===== src/sv/ist_pkg.sv =====
// ----------------------------------------------------------------------------
// IPv4 subnet membership table package
// Shared types, codes and the prefix mask function of the table.
// ----------------------------------------------------------------------------
`default_nettype none

package ist_pkg;

   // Table size default for the top level parameter
   localparam int DEFAULT_TABLE_DEPTH = 16;

   // Address and prefix constants
   localparam logic [31:0] ADDR_ALL_ONES = 32'hFFFF_FFFF;
   localparam logic [5:0]  MAX_PREFIX    = 6'd32;

   // Operation codes
   localparam logic [1:0] OP_ADD   = 2'd0;
   localparam logic [1:0] OP_CHECK = 2'd1;
   localparam logic [1:0] OP_CLEAR = 2'd2;

   // Status codes
   localparam logic [1:0] STAT_DONE       = 2'd0;
   localparam logic [1:0] STAT_BAD_PREFIX = 2'd1;
   localparam logic [1:0] STAT_FULL       = 2'd2;

   // Request word
   typedef struct packed {
      logic [1:0]  operation;
      logic [31:0] address;
      logic [5:0]  prefix_len;
   } req_type;

   // Response word
   typedef struct packed {
      logic       matched;
      logic [1:0] status;
   } rsp_type;

   // Controller states
   typedef enum logic [1:0] {
      CTL_IDLE,
      CTL_EXEC,
      CTL_SCAN,
      CTL_DRAIN
   } state_type;

   // Controller to datapath commands
   typedef struct packed {
      logic capture;
      logic do_add;
      logic do_clear;
      logic scan_clear;
      logic scan_step;
      logic respond;
   } cmd_type;

   // Datapath to controller status
   typedef struct packed {
      logic op_check;
      logic empty;
      logic scan_last;
   } stat_type;

   // Mask with the upper p bits set
   function automatic logic [31:0] prefix_mask(input logic [5:0] p);
      logic [31:0] mask;
      begin
         if (p == 6'd0) begin
            mask = 32'd0;
         end else if (p >= MAX_PREFIX) begin
            mask = ADDR_ALL_ONES;
         end else begin
            mask = ~(ADDR_ALL_ONES >> p);
         end
         return mask;
      end
   endfunction

endpackage : ist_pkg

`default_nettype wire


===== src/sv/ipv4_subnet_membership_table.sv =====
// Add, clear and a check on an empty table respond from the execute state.
// A check on a filled table responds from the drain state after a scan;
// the table is scanned one entry per cycle through the entry memory's read port.
// A new word is taken only once busy falls, so one word finishes before the next.
// Reset (synchronous, active high) empties the table; the receiver cannot stall.
// ----------------------------------------------------------------------------
// IPv4 subnet membership table
// Keeps monitored networks and answers add, check and clear words.
// ----------------------------------------------------------------------------
`default_nettype none

module ipv4_subnet_membership_table
   import ist_pkg::*;
#(
   parameter int TABLE_DEPTH = DEFAULT_TABLE_DEPTH
)
(
   input  wire logic    clock,
   input  wire logic    reset,
   input  wire logic    start,
   output logic         busy,
   input  wire req_type req_data,
   output logic         rsp_strobe,
   output rsp_type      rsp_data
);

   cmd_type  cmd;
   stat_type stat;

   // Sequence each word
   ist_ctrl u_ctrl (
      .clock (clock),
      .reset (reset),
      .start (start),
      .busy  (busy),
      .stat  (stat),
      .cmd   (cmd)
   );

   // Store entries and compute the answer
   ist_dpath #(
      .TABLE_DEPTH (TABLE_DEPTH)
   ) u_dpath (
      .clock      (clock),
      .reset      (reset),
      .req_data   (req_data),
      .cmd        (cmd),
      .stat       (stat),
      .rsp_strobe (rsp_strobe),
      .rsp_data   (rsp_data)
   );

`ifndef SYNTHESIS
   // An accepted word keeps the block busy
   a_accept_busy: assert property (@(posedge clock) disable iff (reset)
      (start && !busy) |=> busy)
      else $error("accepted word did not raise busy");

   // A response only follows work in progress
   a_rsp_after_work: assert property (@(posedge clock) disable iff (reset)
      rsp_strobe |-> $past(busy))
      else $error("response without a word in progress");

   // A failed add never reports a match
   a_status_match: assert property (@(posedge clock) disable iff (reset)
      rsp_strobe |-> !(rsp_data.matched && (rsp_data.status != STAT_DONE)))
      else $error("match reported together with an add failure");
`endif

endmodule : ipv4_subnet_membership_table

`default_nettype wire


===== src/sv/ist_ctrl.sv =====
// ----------------------------------------------------------------------------
// IPv4 subnet membership table controller
// Sequences capture, table update, table scan and response of one word.
// ----------------------------------------------------------------------------
`default_nettype none

module ist_ctrl
   import ist_pkg::*;
(
   input  wire logic     clock,
   input  wire logic     reset,
   input  wire logic     start,
   output logic          busy,
   input  wire stat_type stat,
   output cmd_type       cmd
);

   state_type state_ff;
   state_type state_in;

   // Hold the state
   always_ff @(posedge clock) begin
      if (reset) begin
         state_ff <= CTL_IDLE;
      end else begin
         state_ff <= state_in;
      end
   end

   // Next state
   always_comb begin
      state_in = state_ff;
      case (state_ff)
         CTL_IDLE: begin
            if (start) begin
               state_in = CTL_EXEC;
            end
         end
         CTL_EXEC: begin
            if (stat.op_check && !stat.empty) begin
               state_in = CTL_SCAN;
            end else begin
               state_in = CTL_IDLE;
            end
         end
         CTL_SCAN: begin
            if (stat.scan_last) begin
               state_in = CTL_DRAIN;
            end
         end
         CTL_DRAIN: begin
            state_in = CTL_IDLE;
         end
         default: begin
            state_in = CTL_IDLE;
         end
      endcase
   end

   // Commands
   always_comb begin
      cmd  = '0;
      busy = 1'b1;
      case (state_ff)
         CTL_IDLE: begin
            busy        = 1'b0;
            cmd.capture = start;
         end
         CTL_EXEC: begin
            if (stat.op_check && !stat.empty) begin
               cmd.scan_clear = 1'b1;
            end else begin
               cmd.do_add   = 1'b1;
               cmd.do_clear = 1'b1;
               cmd.respond  = 1'b1;
            end
         end
         CTL_SCAN: begin
            cmd.scan_step = 1'b1;
         end
         CTL_DRAIN: begin
            cmd.respond = 1'b1;
         end
         default: begin
            cmd = '0;
         end
      endcase
   end

endmodule : ist_ctrl

`default_nettype wire


===== src/sv/ist_dpath.sv =====
// ----------------------------------------------------------------------------
// IPv4 subnet membership table datapath
// Holds the entry memory, the fill count, the scan index and the response.
// ----------------------------------------------------------------------------
`default_nettype none

module ist_dpath
   import ist_pkg::*;
#(
   parameter int TABLE_DEPTH = DEFAULT_TABLE_DEPTH
)
(
   input  wire logic    clock,
   input  wire logic    reset,
   input  wire req_type req_data,
   input  wire cmd_type cmd,
   output stat_type     stat,
   output logic         rsp_strobe,
   output rsp_type      rsp_data
);

   localparam int CNT_W = $clog2(TABLE_DEPTH + 1);
   localparam int IDX_W = (TABLE_DEPTH > 1) ? $clog2(TABLE_DEPTH) : 1;

   // Entry memory: prefix length over masked network
   logic [37:0] mem [0:TABLE_DEPTH-1];
   logic [37:0] rd_data_ff;

   req_type     req_ff;
   logic [CNT_W-1:0] count_ff;
   logic [IDX_W-1:0] idx_ff;
   logic        cmp_valid_ff;
   logic        hit_ff;
   logic        strobe_ff;
   rsp_type     rsp_ff;

   logic [CNT_W-1:0] idx_ext;
   logic        is_add;
   logic        is_check;
   logic        is_clear;
   logic        bad_prefix;
   logic        full;
   logic        add_ok;
   logic        cur_hit;
   logic [31:0] add_network;
   rsp_type     rsp_in;

   // Decode the captured word
   always_comb begin
      is_add      = (req_ff.operation == OP_ADD);
      is_check    = (req_ff.operation == OP_CHECK);
      is_clear    = (req_ff.operation == OP_CLEAR);
      bad_prefix  = (req_ff.prefix_len == 6'd0) || (req_ff.prefix_len > MAX_PREFIX);
      full        = (count_ff == CNT_W'(TABLE_DEPTH));
      add_ok      = is_add && !bad_prefix && !full;
      add_network = req_ff.address & prefix_mask(req_ff.prefix_len);
      idx_ext     = CNT_W'(idx_ff);
      cur_hit     = cmp_valid_ff &&
                    ((req_ff.address & prefix_mask(rd_data_ff[37:32])) == rd_data_ff[31:0]);
   end

   // Status to the controller
   always_comb begin
      stat.op_check  = is_check;
      stat.empty     = (count_ff == '0);
      stat.scan_last = ((idx_ext + CNT_W'(1)) == count_ff);
   end

   // Capture the request word
   always_ff @(posedge clock) begin
      if (cmd.capture) begin
         req_ff <= req_data;
      end
   end

   // Write a new entry
   always_ff @(posedge clock) begin
      if (cmd.do_add && add_ok) begin
         mem[count_ff[IDX_W-1:0]] <= {req_ff.prefix_len, add_network};
      end
   end

   // Read the entry under the scan index
   always_ff @(posedge clock) begin
      rd_data_ff <= mem[idx_ff];
   end

   // Advance the fill count
   always_ff @(posedge clock) begin
      if (reset) begin
         count_ff <= '0;
      end else if (cmd.do_clear && is_clear) begin
         count_ff <= '0;
      end else if (cmd.do_add && add_ok) begin
         count_ff <= count_ff + CNT_W'(1);
      end
   end

   // Walk the table and collect hits
   always_ff @(posedge clock) begin
      if (reset) begin
         idx_ff       <= '0;
         cmp_valid_ff <= 1'b0;
         hit_ff       <= 1'b0;
      end else if (cmd.scan_clear) begin
         idx_ff       <= '0;
         cmp_valid_ff <= 1'b0;
         hit_ff       <= 1'b0;
      end else if (cmd.scan_step) begin
         idx_ff       <= idx_ff + IDX_W'(1);
         cmp_valid_ff <= 1'b1;
         hit_ff       <= hit_ff | cur_hit;
      end else begin
         cmp_valid_ff <= 1'b0;
      end
   end

   // Form the response word
   always_comb begin
      rsp_in.matched = is_check && ((count_ff == '0) || hit_ff || cur_hit);
      if (is_add && bad_prefix) begin
         rsp_in.status = STAT_BAD_PREFIX;
      end else if (is_add && full) begin
         rsp_in.status = STAT_FULL;
      end else begin
         rsp_in.status = STAT_DONE;
      end
   end

   // Present the response for one cycle
   always_ff @(posedge clock) begin
      if (reset) begin
         strobe_ff <= 1'b0;
      end else begin
         strobe_ff <= cmd.respond;
      end
   end

   always_ff @(posedge clock) begin
      if (cmd.respond) begin
         rsp_ff <= rsp_in;
      end
   end

   assign rsp_strobe = strobe_ff;
   assign rsp_data   = rsp_ff;

endmodule : ist_dpath

`default_nettype wire

===== config.mk =====
export PLATFORM = sky130hd
export DESIGN_NAME = ipv4_subnet_membership_table
export DESIGN_NICKNAME = d
export VERILOG_FILES = /design/src/sv/ist_pkg.sv /design/src/sv/ipv4_subnet_membership_table.sv /design/src/sv/ist_ctrl.sv /design/src/sv/ist_dpath.sv
export SDC_FILE = /design/constraint.sdc
export NUM_CORES = 1
export LEC_CHECK = 0
export BUFFER_PORTS_ARGS = -buffer_cell sky130_fd_sc_hd__buf_2
export CAP_MARGIN = 20
export CORE_MARGIN = 2
export CORE_UTILIZATION = 55
export CTS_CLUSTER_DIAMETER = 50
export DETAILED_ROUTE_END_ITERATION = 12
export PLACE_DENSITY = 0.72
export SYNTH_ARGS = -nofsm -noshare
export SYNTH_HDL_FRONTEND = slang
export SYNTH_HIERARCHICAL = 1
export SYNTH_SLANG_ARGS = --single-unit

===== constraint.sdc =====
create_clock -name clock -period 14.28 [get_ports clock]
set_input_delay 0.714 -clock clock [delete_from_list [all_inputs] [get_ports clock]]
set_output_delay 0.714 -clock clock [all_outputs]
set_load 0.005 [all_outputs]

**Word level (Yosys, flattened, before mapping)**

Memories as Yosys holds them, arrays and structs flattened. A register that Yosys moved wholly into a read port is not among the register bits.
Cells that the tools add are included.

- Flip-flop bits (word level): 57
- Memory bits (writable): 608
- Input port bits: 43
- Output and inout bits: 5
- Memories: 1

- Add/subtract/negate cells: 3
- Order comparisons: 3
- Equal/unequal tests: 10
- Shifts and indexed selects: 2
- Mux-type cells: 20
- Bitwise logic cells: 5
- Reductions and logical operators: 23

Memory list:

| memory | words | bits a word | read ports | clocked after memory_dff | wr ports | line | source |
|---|---|---|---|---|---|---|---|
| u_dpath.mem | 16 | 38 | 1 | 1 | 1 | ist_dpath.sv:26 | `logic [37:0] mem [0:TABLE_DEPTH-1];` |

Operator list:

| cell | number |
|---|---|
| $mux 32 | 4 |
| $and 32x32->32 | 2 |
| $not 32->32 | 2 |
| $shr 32x6->32 const A | 2 |
| $eq 32x32->1 | 1 |
| $ge 6x6->1 const B | 2 |
| $logic_not 6->1 | 2 |
| $mux 2 | 5 |
| $logic_and 1x1->1 | 9 |
| $mux 1 | 8 |
| $pmux 2 s4 | 1 |
| $eq 2x2->1 const B | 3 |
| $gt 6x6->1 const B | 1 |
| $add 4x1->5 const B | 1 |
| $add 5x1->5 const B | 1 |
| $eq 5x5->1 | 1 |
| $eq 5x5->1 const B | 1 |
| $logic_not 5->1 | 1 |
| $add 4x1->4 const B | 1 |
| $eq 2x1->1 const B | 2 |
| $logic_not 2->1 | 2 |
| $ne 2x2->1 const B | 2 |
| $reduce_or 2->1 | 2 |
| $logic_not 1->1 | 3 |
| other kinds (5) | 7 |

**Longest topological paths before layout**

Gate-level depths: netlist of run 1.

- Depth in word-level cells: 9
- Gate-level depth with buffers: 11
- Gate-level depth less buffers: 10

**Cells and area by module**

Netlist of run 1, hierarchy kept.

By module, submodules not included:

| module | instances | cells each | area an instance (µm²) | seq. area each (µm²) |
|---|---|---|---|---|
| ist_dpath | 1 | 1255 | 27033.4 | 20549.7 |
| ist_ctrl | 1 | 16 | 136.4 | 40.0 |

**Least setup slack after synthesis of run 1**

No wires, ideal clock.

- Path type: register to register
- From: register u_dpath.count_ff[0]
- To: memory u_dpath.mem[3][0], enable pin
- Data arrival time: 4.638 ns
- Data required time: 13.799 ns
- Path slack: 9.161 ns
- Cell stages (with the launch flop): 11
- Cell sequence: dfxtp_1 > inv_1 > ha_1 > nor4b_1 > nand2b_1 > and3b_1 > buf_4 > nand2_1 > a2111oi_4 > nand2_1 > nor3_1

RTL lines:

| element | line | source |
|---|---|---|
| start: declaration | ist_dpath.sv:30 | `logic [CNT_W-1:0] count_ff;` |
| start signal: assignment | ist_dpath.sv:95 | `count_ff <= count_ff + CNT_W'(1);` |
| end: declaration | ist_dpath.sv:26 |  |

**Worst setup path in the final report of run 1**

- From: register u_dpath/req_ff[2] (netlist bit)
- To: memory u_dpath.mem[8][24], enable pin

- Longest elaborated chain between the ends: 8

RTL lines:

| element | line | source |
|---|---|---|
| start: declaration | ist_dpath.sv:29 | `req_type req_ff;` |
| start signal: assignment | ist_dpath.sv:72 | `req_ff <= req_data;` |
| $gt 6x6->1 / $logic_not 6->1 (equally long branches) | ist_dpath.sv:53 | `bad_prefix = (req_ff.prefix_len == 6'd0) \|\| (req_ff.prefix_len > MAX_PREFIX);` |
| $logic_or 1x1->1 (*) | ist_dpath.sv:53 |  |
| $logic_not 1->1 (*) | ist_dpath.sv:55 | `add_ok = is_add && !bad_prefix && !full;` |
| $logic_and 1x1->1 (*) (2 in series) | ist_dpath.sv:55 |  |
| $logic_and 1x1->1 (*) | ist_dpath.sv:78 | `if (cmd.do_add && add_ok) begin` |
| $mux 1 (*) | ist_dpath.sv:78 |  |
| $mux 1 (not written as such) (*) | ist_dpath.sv:79 | `mem[count_ff[IDX_W-1:0]] <= {req_ff.prefix_len, add_network};` |

Every way passes the cells marked *; elsewhere a longest branch is shown, timed or not.

==> results_dict.tcl, run 1 <==
set metrics [dict create \
    finalHoldViolCount 0 \
    vias 13430 \
    syn-instance-count 1271 \
    path_max_fanout 31 \
    min_period_ps 4179 \
    n_fill_cell 3308 \
    critPathBufInv 1 \
    slew_headroom 0.2306 \
    synth_sequential_area_ratio 0.7578 \
    holdPathStages 1 \
    cts.sinks 703 \
    gp_congestion 0.8908 \
    clk_pin_slew_worst_paths_ps 70 \
    ff2ff_path_depth 6 \
    fin_ws_ps 10100 \
    status "finished, final reports clean" \
    rr_endpoint "u_dpath/mem[8][24]" \
    synth_edf_count 651 \
    nets 1413 \
    ctsHtreeMaxLevel 3 \
    synth_area_leader_cell "edfxtp_1" \
    synth_nets 1319 \
    clock_latency_ps 620 \
    path_cells "or4_4 > o21a_1 > a2111oi_4 > nand2_1 > nor2_4 > buf_4" \
    drive_gt1_frac 0.2947 \
    post_drt_wl_per_cell_um 29.68 \
    layout.cells.non_filler 2086 \
    rows 81 \
    antenna_found_initial 0 \
    leakage_nw 9.603 \
    hold_buffers 0 \
    postCtsSetupBuffers 0 \
    grt_pass1_vias 13440 \
    drt_iter0_drc 1758 \
    synth_top_area_share 0.7195 \
    placed_area_um2 28320 \
    fp.dieH_um 226.3 \
    holdPathEnd "u_dpath/req_ff[21]" \
    r2r_start "u_dpath/req_ff[2]" \
    dp_cells 1949 \
    syn2layout_area_growth_pct 13.27 \
    netlist_area_um2 27170 \
    power_density_nw_per_um2 138.1 \
    path_depth 6 \
    cts_tree "built" \
    viasPerCell 6.436 \
    die_x_um 226.3 \
    critPathMaxStageDelay_ps 770 \
    cp_top_family "simple AND/OR/NAND/NOR gates" \
    fin_skew_ps 20.69 \
    port_buffers 47 \
    yosys_warnings 6 \
    pre_cts_ws_ps 10180 \
    seq_area_um2 20600 \
    post_cts_resized 0 \
    clockBufferDepth 3 \
    crit_slowest_cell "edfxtp_1" \
    ys_types 67 \
    synthTopCellsByCount "651 x edfxtp_1, 190 x mux4_2, 52 x dfxtp_1" \
    async_flop_share 0 \
    synth-main-ff-cell "edfxtp_1" \
    dp_hpwl_um 33620 \
    overflow 0 \
    irDropWorstVdd_mv 0.1204 \
    drc 0 \
    rsz0062_at_grt "false" \
    cp-end-kind "flop" \
    initial_utilization 0.5562 \
    fin_area_um2 30770 \
    ant_nets 0 \
    fmax_mhz 239.3 \
    synth_area_per_cell_um2 21.38 \
    clockRootBuffer "clkbuf_16" \
    min_path_type "primary input to flop" \
    grt_max_degree 110 \
    num_io_pins 48 \
    fin_setup_tns_ps 0 \
    drtPass1Iterations 6 \
    n_antenna_cell 0 \
    timing.max_cap.violations 0 \
    yosysMostFrequentCell "edfxtp_1" \
    setup_viol 0 \
    multi_input_area_um2 6311 \
    hold_start "req_data[21]" \
    ys_ff_latch 703 \
    synthTopCellsByArea "edfxtp_1 72%, mux4_2 16%, dfxtp_1 3.8%" \
    track_usage 0.2507 \
    core_area_um2 48850 \
    maxSlewViolCount 0 \
    grt_pass1_wl_um 90340 \
    r2r_slack_ps 10100 \
    crit_required_ps 14520 \
    post-route-period-util 0.2926 \
    worst-setup-path-type "flop to flop" \
    start_kind "flop" \
    worst_pin_slew_ps 1152 \
    die-area_um2 51190 \
    cts_buffers 71 \
    routed_wl_um 61910 \
    crit_arrival_ps 4420 \
]
-- power by group --
part	internal, mW	total (mW)	switching, mW
logic	0.0235	0.0801	0.0566
clock network	1.11	1.89	0.777
registers	2.27	2.28	0.0165
-- logic make-up (layout without fill, tap and decap cells) --
group,Yosys count,count (layout),share of synthesized area
flops,703,703,0.7578
mux,193,193,0.1586
simple gates,155,155,0.03076
compound gates,107,107,0.02906
buf+inv,84,235,0.01372
xor+xnor,24,24,0.007737
fa+ha+maj,5,5,0.002303
-- sequential cells by signal, indices dropped and copies added, names as in the netlist, named ones only --
name                  flops
u_dpath/rsp_data          3
u_ctrl/state_ff           1
u_dpath/rsp_strobe        1
u_dpath/hit_ff            1
u_dpath/cmp_valid_ff      1
u_dpath/mem             608
u_dpath/req_ff           40
u_dpath/idx_ff            4
u_dpath/count_ff          5
u_dpath/rd_data_ff       38
-- cell usage in the layout, fill, tap and decap left out, types with 4 or more instances in the layout --
cell,Yosys,layout
nand3_1,8,8
nor3_1,13,10
inv_6,0,4
mux4_2,190,190
o21ai_0,23,23
nor2_4,0,12
buf_2,19,47
edfxtp_1,651,651
clkinv_1,0,8
nor2b_1,16,16
clkbuf_1,41,12
o31ai_1,4,4
xnor2_1,15,15
clkbuf_8,1,4
nand2b_1,10,10
and3_1,6,6
xor2_1,9,9
buf_4,2,41
and2_1,9,9
nor2_1,35,24
nand2_1,23,23
clkinv_8,0,4
nor4_1,9,9
dfxtp_1,52,48
inv_1,15,14
a21boi_0,14,11
a21oi_1,13,13
bufinv_16,0,9
nor3_2,1,4
o21a_1,12,12
clkbuf_16,0,71
ha_1,5,5
nand4_1,9,9
clkinv_2,0,13
-- routing by layer --
layer / vias to the layer above / GRT usage / routed length (µm)
li1: 5504 / - / -
met1: 7074 / 0.3643 / 25050
met2: 714 / 0.3868 / 29390
met3: 134 / 0.05002 / 5682
met4: 0 / 0.08595 / 1791
met5: - / 0 / 0
-- cell type report --
type / count / area share
Clock buffer: 87 / 0.06099
Tap cell: 664 / 0.02700
Inverter: 15 / 0.001830
Sequential cell: 703 / 0.6695
Multi-Input combinational cell: 484 / 0.2051
Clock inverter: 43 / 0.01647
Timing Repair Buffer: 90 / 0.01919
-- worst max-delay path by stage --
stage	startpoint	end	slack, ps
global route	u_dpath/count_ff[0]	u_dpath/mem[10][24]	9950
CTS	u_dpath/req_ff[2]	u_dpath/mem[13][30]	10150
finish	u_dpath/req_ff[2]	u_dpath/mem[8][24]	10100
global placement	u_dpath/req_ff[2]	u_dpath/mem[9][32]	10320
floorplan	u_dpath/count_ff[0]	u_dpath/mem[3][0]	9160
detailed placement	u_dpath/req_ff[2]	u_dpath/mem[9][31]	10180
-- metrics by stage --
stage	hold slack [ps]	power (mW)	utilization
6_report	265.4	4.250	0.6300
5_1_grt	249.3	4.364	0.6300
4_1_cts	235.1	4.273	0.6285
3_5_place_dp	462.2	2.405	0.5797
3_3_place_gp	452.4	2.401	0.5796
2_1_floorplan	419.7	2.362	-
Note: power is estimated with default switching activity, not from simulation.
==> run 2: changes to the inputs <==
Settings changed: ABC_AREA set to 1, PLACE_DENSITY 0.72 to 0.75.
Clock period 14.28 ns to 3.8 ns, I/O delays scaled along.
==> run 2 against run 1 <==
Against the previous run:
- setup slack got worse by 9700 ps
- sequential share of layout area decreased by 2.7 points
- via count increased by 30%
- critical path depth increased by 7
- die area increased by 2.7%
- synthesized cell count increased by 59%
- cell area increased by 4.2%
- critical endpoint is now u_dpath/mem[13][11]
- largest cell class unchanged
==> results_dict.tcl, run 2 <==
set metrics [dict create \
    cts_tree "built" \
    clock_latency_ps 600 \
    finalHoldViolCount 0 \
    yosys_warnings 6 \
    ys_types 39 \
    drtPass1Iterations 8 \
    synth_area_per_cell_um2 13.81 \
    track_usage 0.2534 \
    path_common_cell "inv_1" \
    gp_congestion 0.9473 \
    crit_arrival_ps 3610 \
    nets 2163 \
    drt_iter0_drc 2155 \
    critPathMaxStageDelay_ps 420 \
    die-area_um2 52560 \
    netlist_area_um2 27910 \
    async_flop_share 0 \
    synth_top_area_share 0.7005 \
    fin_setup_tns_ps 0 \
    num_io_pins 48 \
    power_density_nw_per_um2 502.5 \
    dp_cells 2665 \
    postCtsSetupBuffers 0 \
    fin_area_um2 32050 \
    synth_nets 2068 \
    routed_wl_um 66940 \
    maxSlewViolCount 0 \
    start_kind "flop" \
    setup_viol 0 \
    ys_ff_latch 703 \
    antenna_found_initial 0 \
    critPathBufInv 5 \
    viasPerCell 6.131 \
    path_cells "inv_1 > ha_1 > inv_1 > nor2_1 > inv_1 > nor2_1 > nor2_4 > nor3_1 > inv_1 > nor3_4 > nand2_1 > nor2_4 > buf_4" \
    clockRootBuffer "clkbuf_16" \
    drc 0 \
    timing.max_cap.violations 0 \
    rows 82 \
    synth_edf_count 651 \
    ctsHtreeMaxLevel 3 \
    worst_pin_slew_ps 1121 \
    crit_slowest_cell "buf_4" \
    fin_skew_ps 17.62 \
    cp_top_family "simple AND/OR/NAND/NOR gates" \
    post-route-period-util 0.8884 \
    synth_sequential_area_ratio 0.7378 \
    min_period_ps 3376 \
    post_cts_resized 0 \
    synth-main-ff-cell "edfxtp_1" \
    vias 17460 \
    synth_area_leader_cell "edfxtp_1" \
    syn2layout_area_growth_pct 14.86 \
    cts.sinks 703 \
    layout.cells.non_filler 2848 \
    n_antenna_cell 0 \
    synthTopCellsByCount "651 x edfxtp_1, 258 x nor2_1, 196 x nand2_1" \
    status "finished, final reports clean" \
    drive_gt1_frac 0.1121 \
    final_common_cell "edfxtp_1" \
    die_x_um 229.3 \
    crit_required_ps 4040 \
    core_area_um2 50170 \
    post_drt_wl_per_cell_um 23.51 \
    rsz0062_at_grt "false" \
    largest_reg_flops 608 \
    placed_area_um2 29130 \
    path_max_fanout 25 \
    grt_max_degree 171 \
    grt_pass1_wl_um 100700 \
    ant_nets 0 \
    initial_utilization 0.5562 \
    fmax_mhz 296.2 \
    grt_pass1_vias 17230 \
    port_buffers 47 \
    syn-instance-count 2020 \
    fp.dieH_um 229.3 \
    clk_pin_slew_worst_paths_ps 60 \
    clockBufferDepth 3 \
    yosysMostFrequentCell "edfxtp_1" \
    slew_headroom 0.2513 \
    dp_hpwl_um 36480 \
    cts_buffers 74 \
    overflow 0 \
    synthTopCellsByArea "edfxtp_1 70%, mux2i_1 4.7%, o221ai_1 4.1%" \
    min_path_type "primary input to flop" \
    irDropWorstVdd_mv 0.3217 \
    final_cell_mix "651 x edfxtp_1, 245 x nor2_1, 196 x nand2_1" \
    worst-setup-path-type "flop to flop" \
    cp-end-kind "flop" \
    leakage_nw 10.55 \
]
## run 2: kinds of logic after synthesis
group,Yosys count,share of synthesized area
AND/OR/NAND/NOR,587,0.08766
buffers and inverters,205,0.03080
multiplexers,131,0.04699
XOR/XNOR,9,0.002825
flip-flops,703,0.7378
AO/OA/AOI/OAI,380,0.09165
adder cells (fa/ha/maj),5,0.002242
## run 2: per-layer routing
metal / vias to the layer above / part of all wire / global-route usage / routed length (µm)
li1: 7788 / - / - / -
met1: 8607 / 0.39 / 0.3373 / 26440
met2: 911 / 0.48 / 0.4064 / 31850
met3: 154 / 0.091 / 0.05129 / 6086
met4: 0 / 0.038 / 0.1147 / 2573
met5: - / 0 / 0 / 0
## run 2: metrics by stage
stage	hold WS, ps	worst slack, ps	util	power [mW]
3_5_place_dp	368.1	482.8	0.5806	9.081
4_1_cts	269.1	465.2	0.6380	16.17
3_3_place_gp	367.5	616.8	0.5806	9.064
2_1_floorplan	259.1	-913.9	-	8.901
5_1_grt	276.1	261.3	0.6389	16.53
6_report	290.4	424.2	0.6389	16.11
## run 2: final timing paths
path / slack, ps / from / to / cells past startpoint
max: 420 / u_dpath/count_ff[0] / u_dpath/mem[13][11] / 13
min reg2reg: 470 / u_dpath/hit_ff / u_dpath/hit_ff / 2
max reg2reg: 420 / u_dpath/count_ff[0] / u_dpath/mem[13][11] / 13
min: 290 / req_data[2] / u_dpath/req_ff[2] / 2
## run 2: timing repair
| item | in CTS | in global routing |
|---|---|---|
| endpoints found under the setup margin | 0 | 0 |
| hold buffers | 42 | 0 |
| endpoints found under the hold margin | 48 | 0 |
## run 2: area by class of cell
class                   count  area [µm²]
clock buffers             107        2192
well taps                 672       840.8
repair buffers            142        1266
clock inverters            30       269.0
inverters                  82       312.8
multi-input cells        1112        6569
fillers                  3490       18120
flip-flops and latches    703       20600
## run 2: report_power, final
part           total (mW)  leakage, nW  internal, mW  switching, mW
registers            8.57         6.35          8.53         0.0435
clock network        7.14         1.20          4.24           2.90
logic               0.391         3.00         0.117          0.274
total                16.1         10.6          12.9           3.22
==> run 3: changes to the inputs <==
Settings changed: CELL_PAD_IN_SITES_DETAIL_PLACEMENT set to 0, CELL_PAD_IN_SITES_GLOBAL_PLACEMENT set to 1, CORE_UTILIZATION 55 to 35, PLACE_DENSITY 0.75 to 0.6.
==> run 3 against run 2 <==
Against the previous run:
- cell count rose by 14%
- via count decreased by 0.88%
- count of clock-buffer cells in the layout decreased by 4
- sequential share of layout area is 2.0 points lower
- sequential power barely moved
- first-iteration DRC count decreased by 29%
- cell area rose by 3.1%
- utilization decreased by 22 points
- clock power grew 15%
- critical path type unchanged
- critical endpoint is now u_dpath/mem[9][7]
- highest routed layer unchanged
==> results_dict.tcl, run 3 (synthesis results as in run 2) <==
set metrics [dict create \
    cts_buffers 86 \
    grt_pass1_vias 16980 \
    dp_hpwl_um 44590 \
    nets 2184 \
    fmax_mhz 300.9 \
    worst_pin_slew_ps 1115 \
    postCtsSetupBuffers 0 \
    num_io_pins 48 \
    dp_cells 3056 \
    cp-end-kind "flop" \
    gp_congestion 0.8468 \
    post_cts_resized 0 \
    largest_reg_flops 608 \
    r2r_slack_ps 480 \
    drc 0 \
    crit_slowest_cell "nor2_4" \
    fp.dieH_um 286.4 \
    setup_viol 0 \
    initial_utilization 0.3532 \
    cp_top_family "simple AND/OR/NAND/NOR gates" \
    clock_latency_ps 650 \
    layout.cells.non_filler 3259 \
    port_buffers 47 \
    min_path_type "primary input to flop" \
    worst-setup-path-type "flop to flop" \
    rsz0062_at_grt "false" \
    final_common_cell "edfxtp_1" \
    ctsHtreeMaxLevel 3 \
    critPathMaxStageDelay_ps 390 \
    irDropWorstVdd_mv 0.3506 \
    fin_skew_ps 48.24 \
    die-area_um2 82000 \
    die_x_um 286.4 \
    post-route-period-util 0.8744 \
    cts.sinks 703 \
    drive_gt1_frac 0.1290 \
    viasPerCell 5.310 \
    track_usage 0.1859 \
    ant_nets 0 \
    vias 17310 \
    n_antenna_cell 0 \
    crit_required_ps 4120 \
    cts_tree "built" \
    pre_cts_ws_ps 483.2 \
    timing.max_cap.violations 0 \
    maxSlewViolCount 0 \
    power_density_nw_per_um2 521.0 \
    routed_wl_um 76890 \
    grt_max_degree 174 \
    drtPass1Iterations 7 \
    final_cell_mix "651 x edfxtp_1, 244 x nor2_1, 196 x nand2_1" \
    path_max_fanout 22 \
    crit_arrival_ps 3640 \
    start_kind "flop" \
    syn2layout_area_growth_pct 18.46 \
    status "finished, final reports clean" \
    placed_area_um2 29750 \
    antenna_found_initial 1 \
    slew_headroom 0.2557 \
    min_period_ps 3323 \
    n_fill_cell 7233 \
    hold_buffers 42 \
    leakage_nw 10.81 \
    core_area_um2 79000 \
    post_drt_wl_per_cell_um 23.59 \
    rows 103 \
    clockBufferDepth 3 \
    overflow 0 \
    clk_pin_slew_worst_paths_ps 60 \
    clockRootBuffer "clkbuf_16" \
    drt_iter0_drc 1532 \
    critPathBufInv 5 \
    fin_ws_ps 477.1 \
    path_cells "inv_1 > ha_1 > inv_1 > nor2_1 > inv_1 > nor2_1 > nor2_4 > nor3_1 > inv_1 > nor3_4 > nand2_1 > nor2_4 > buf_12" \
    finalHoldViolCount 0 \
    grt_pass1_wl_um 112400 \
    fin_area_um2 33060 \
    path_common_cell "inv_1" \
]
run 3: cell types whose count changed in the layout (fill, tap and decap cells not counted), moves of 5 or more:
cell / before / now
clkinv_2: 7 / 20
clkbuf_8: 11 / 1
clkbuf_16: 79 / 88
buf_4: 36 / 43
bufinv_16: 3 / 9
clkinvlp_4: 3 / 8
inv_6: 3 / 8
run 3: power breakdown:
group	internal [mW]	total [mW]	switching [mW]
Clock	4.92	8.22	3.30
Combinational	0.118	0.421	0.302
Sequential	8.53	8.58	0.0488
Total	13.6	17.2	3.65
run 3: path summary, 6_finish.rpt:
path,startpoint,endpoint,depth (start not counted)
setup reg to reg,u_dpath/count_ff[0],u_dpath/mem[9][7],13
setup / recovery,u_dpath/count_ff[0],u_dpath/mem[9][7],13
hold / removal,req_data[16],u_dpath/req_ff[16],2
hold reg to reg,u_dpath/hit_ff,u_dpath/hit_ff,2
run 3: cell type report:
| cell class | count | area, µm² | area share |
|---|---|---|---|
| sequential | 703 | 20600 | 0.6232 |
| tap | 1050 | 1314 | 0.03974 |
| multi-input combinational | 1112 | 6579 | 0.1990 |
| clock buffer | 103 | 2268 | 0.06862 |
| timing repair buffer | 151 | 1359 | 0.04110 |
| clock inverter | 58 | 623.1 | 0.01885 |
| inverter | 82 | 312.8 | 0.009462 |
run 3: stage by stage:
step	hold slack [ps]	total power, mW	utilization	setup TNS (ps)
2_1_floorplan	259.1	8.901	-	-104190
6_report	249.9	17.22	0.4185	0
5_1_grt	244.9	17.71	0.4185	0
4_1_cts	213.3	17.40	0.4185	0
3_3_place_gp	367.4	9.127	0.3765	0
3_5_place_dp	368.1	9.131	0.3765	0
run 3: metal layers:
metal,part of all wire,track usage,wire [µm]
met4,0.027,0.06243,2056
met3,0.057,0.02703,4372
met2,0.46,0.2907,35360
met5,0,0,0
met1,0.46,0.2662,35100
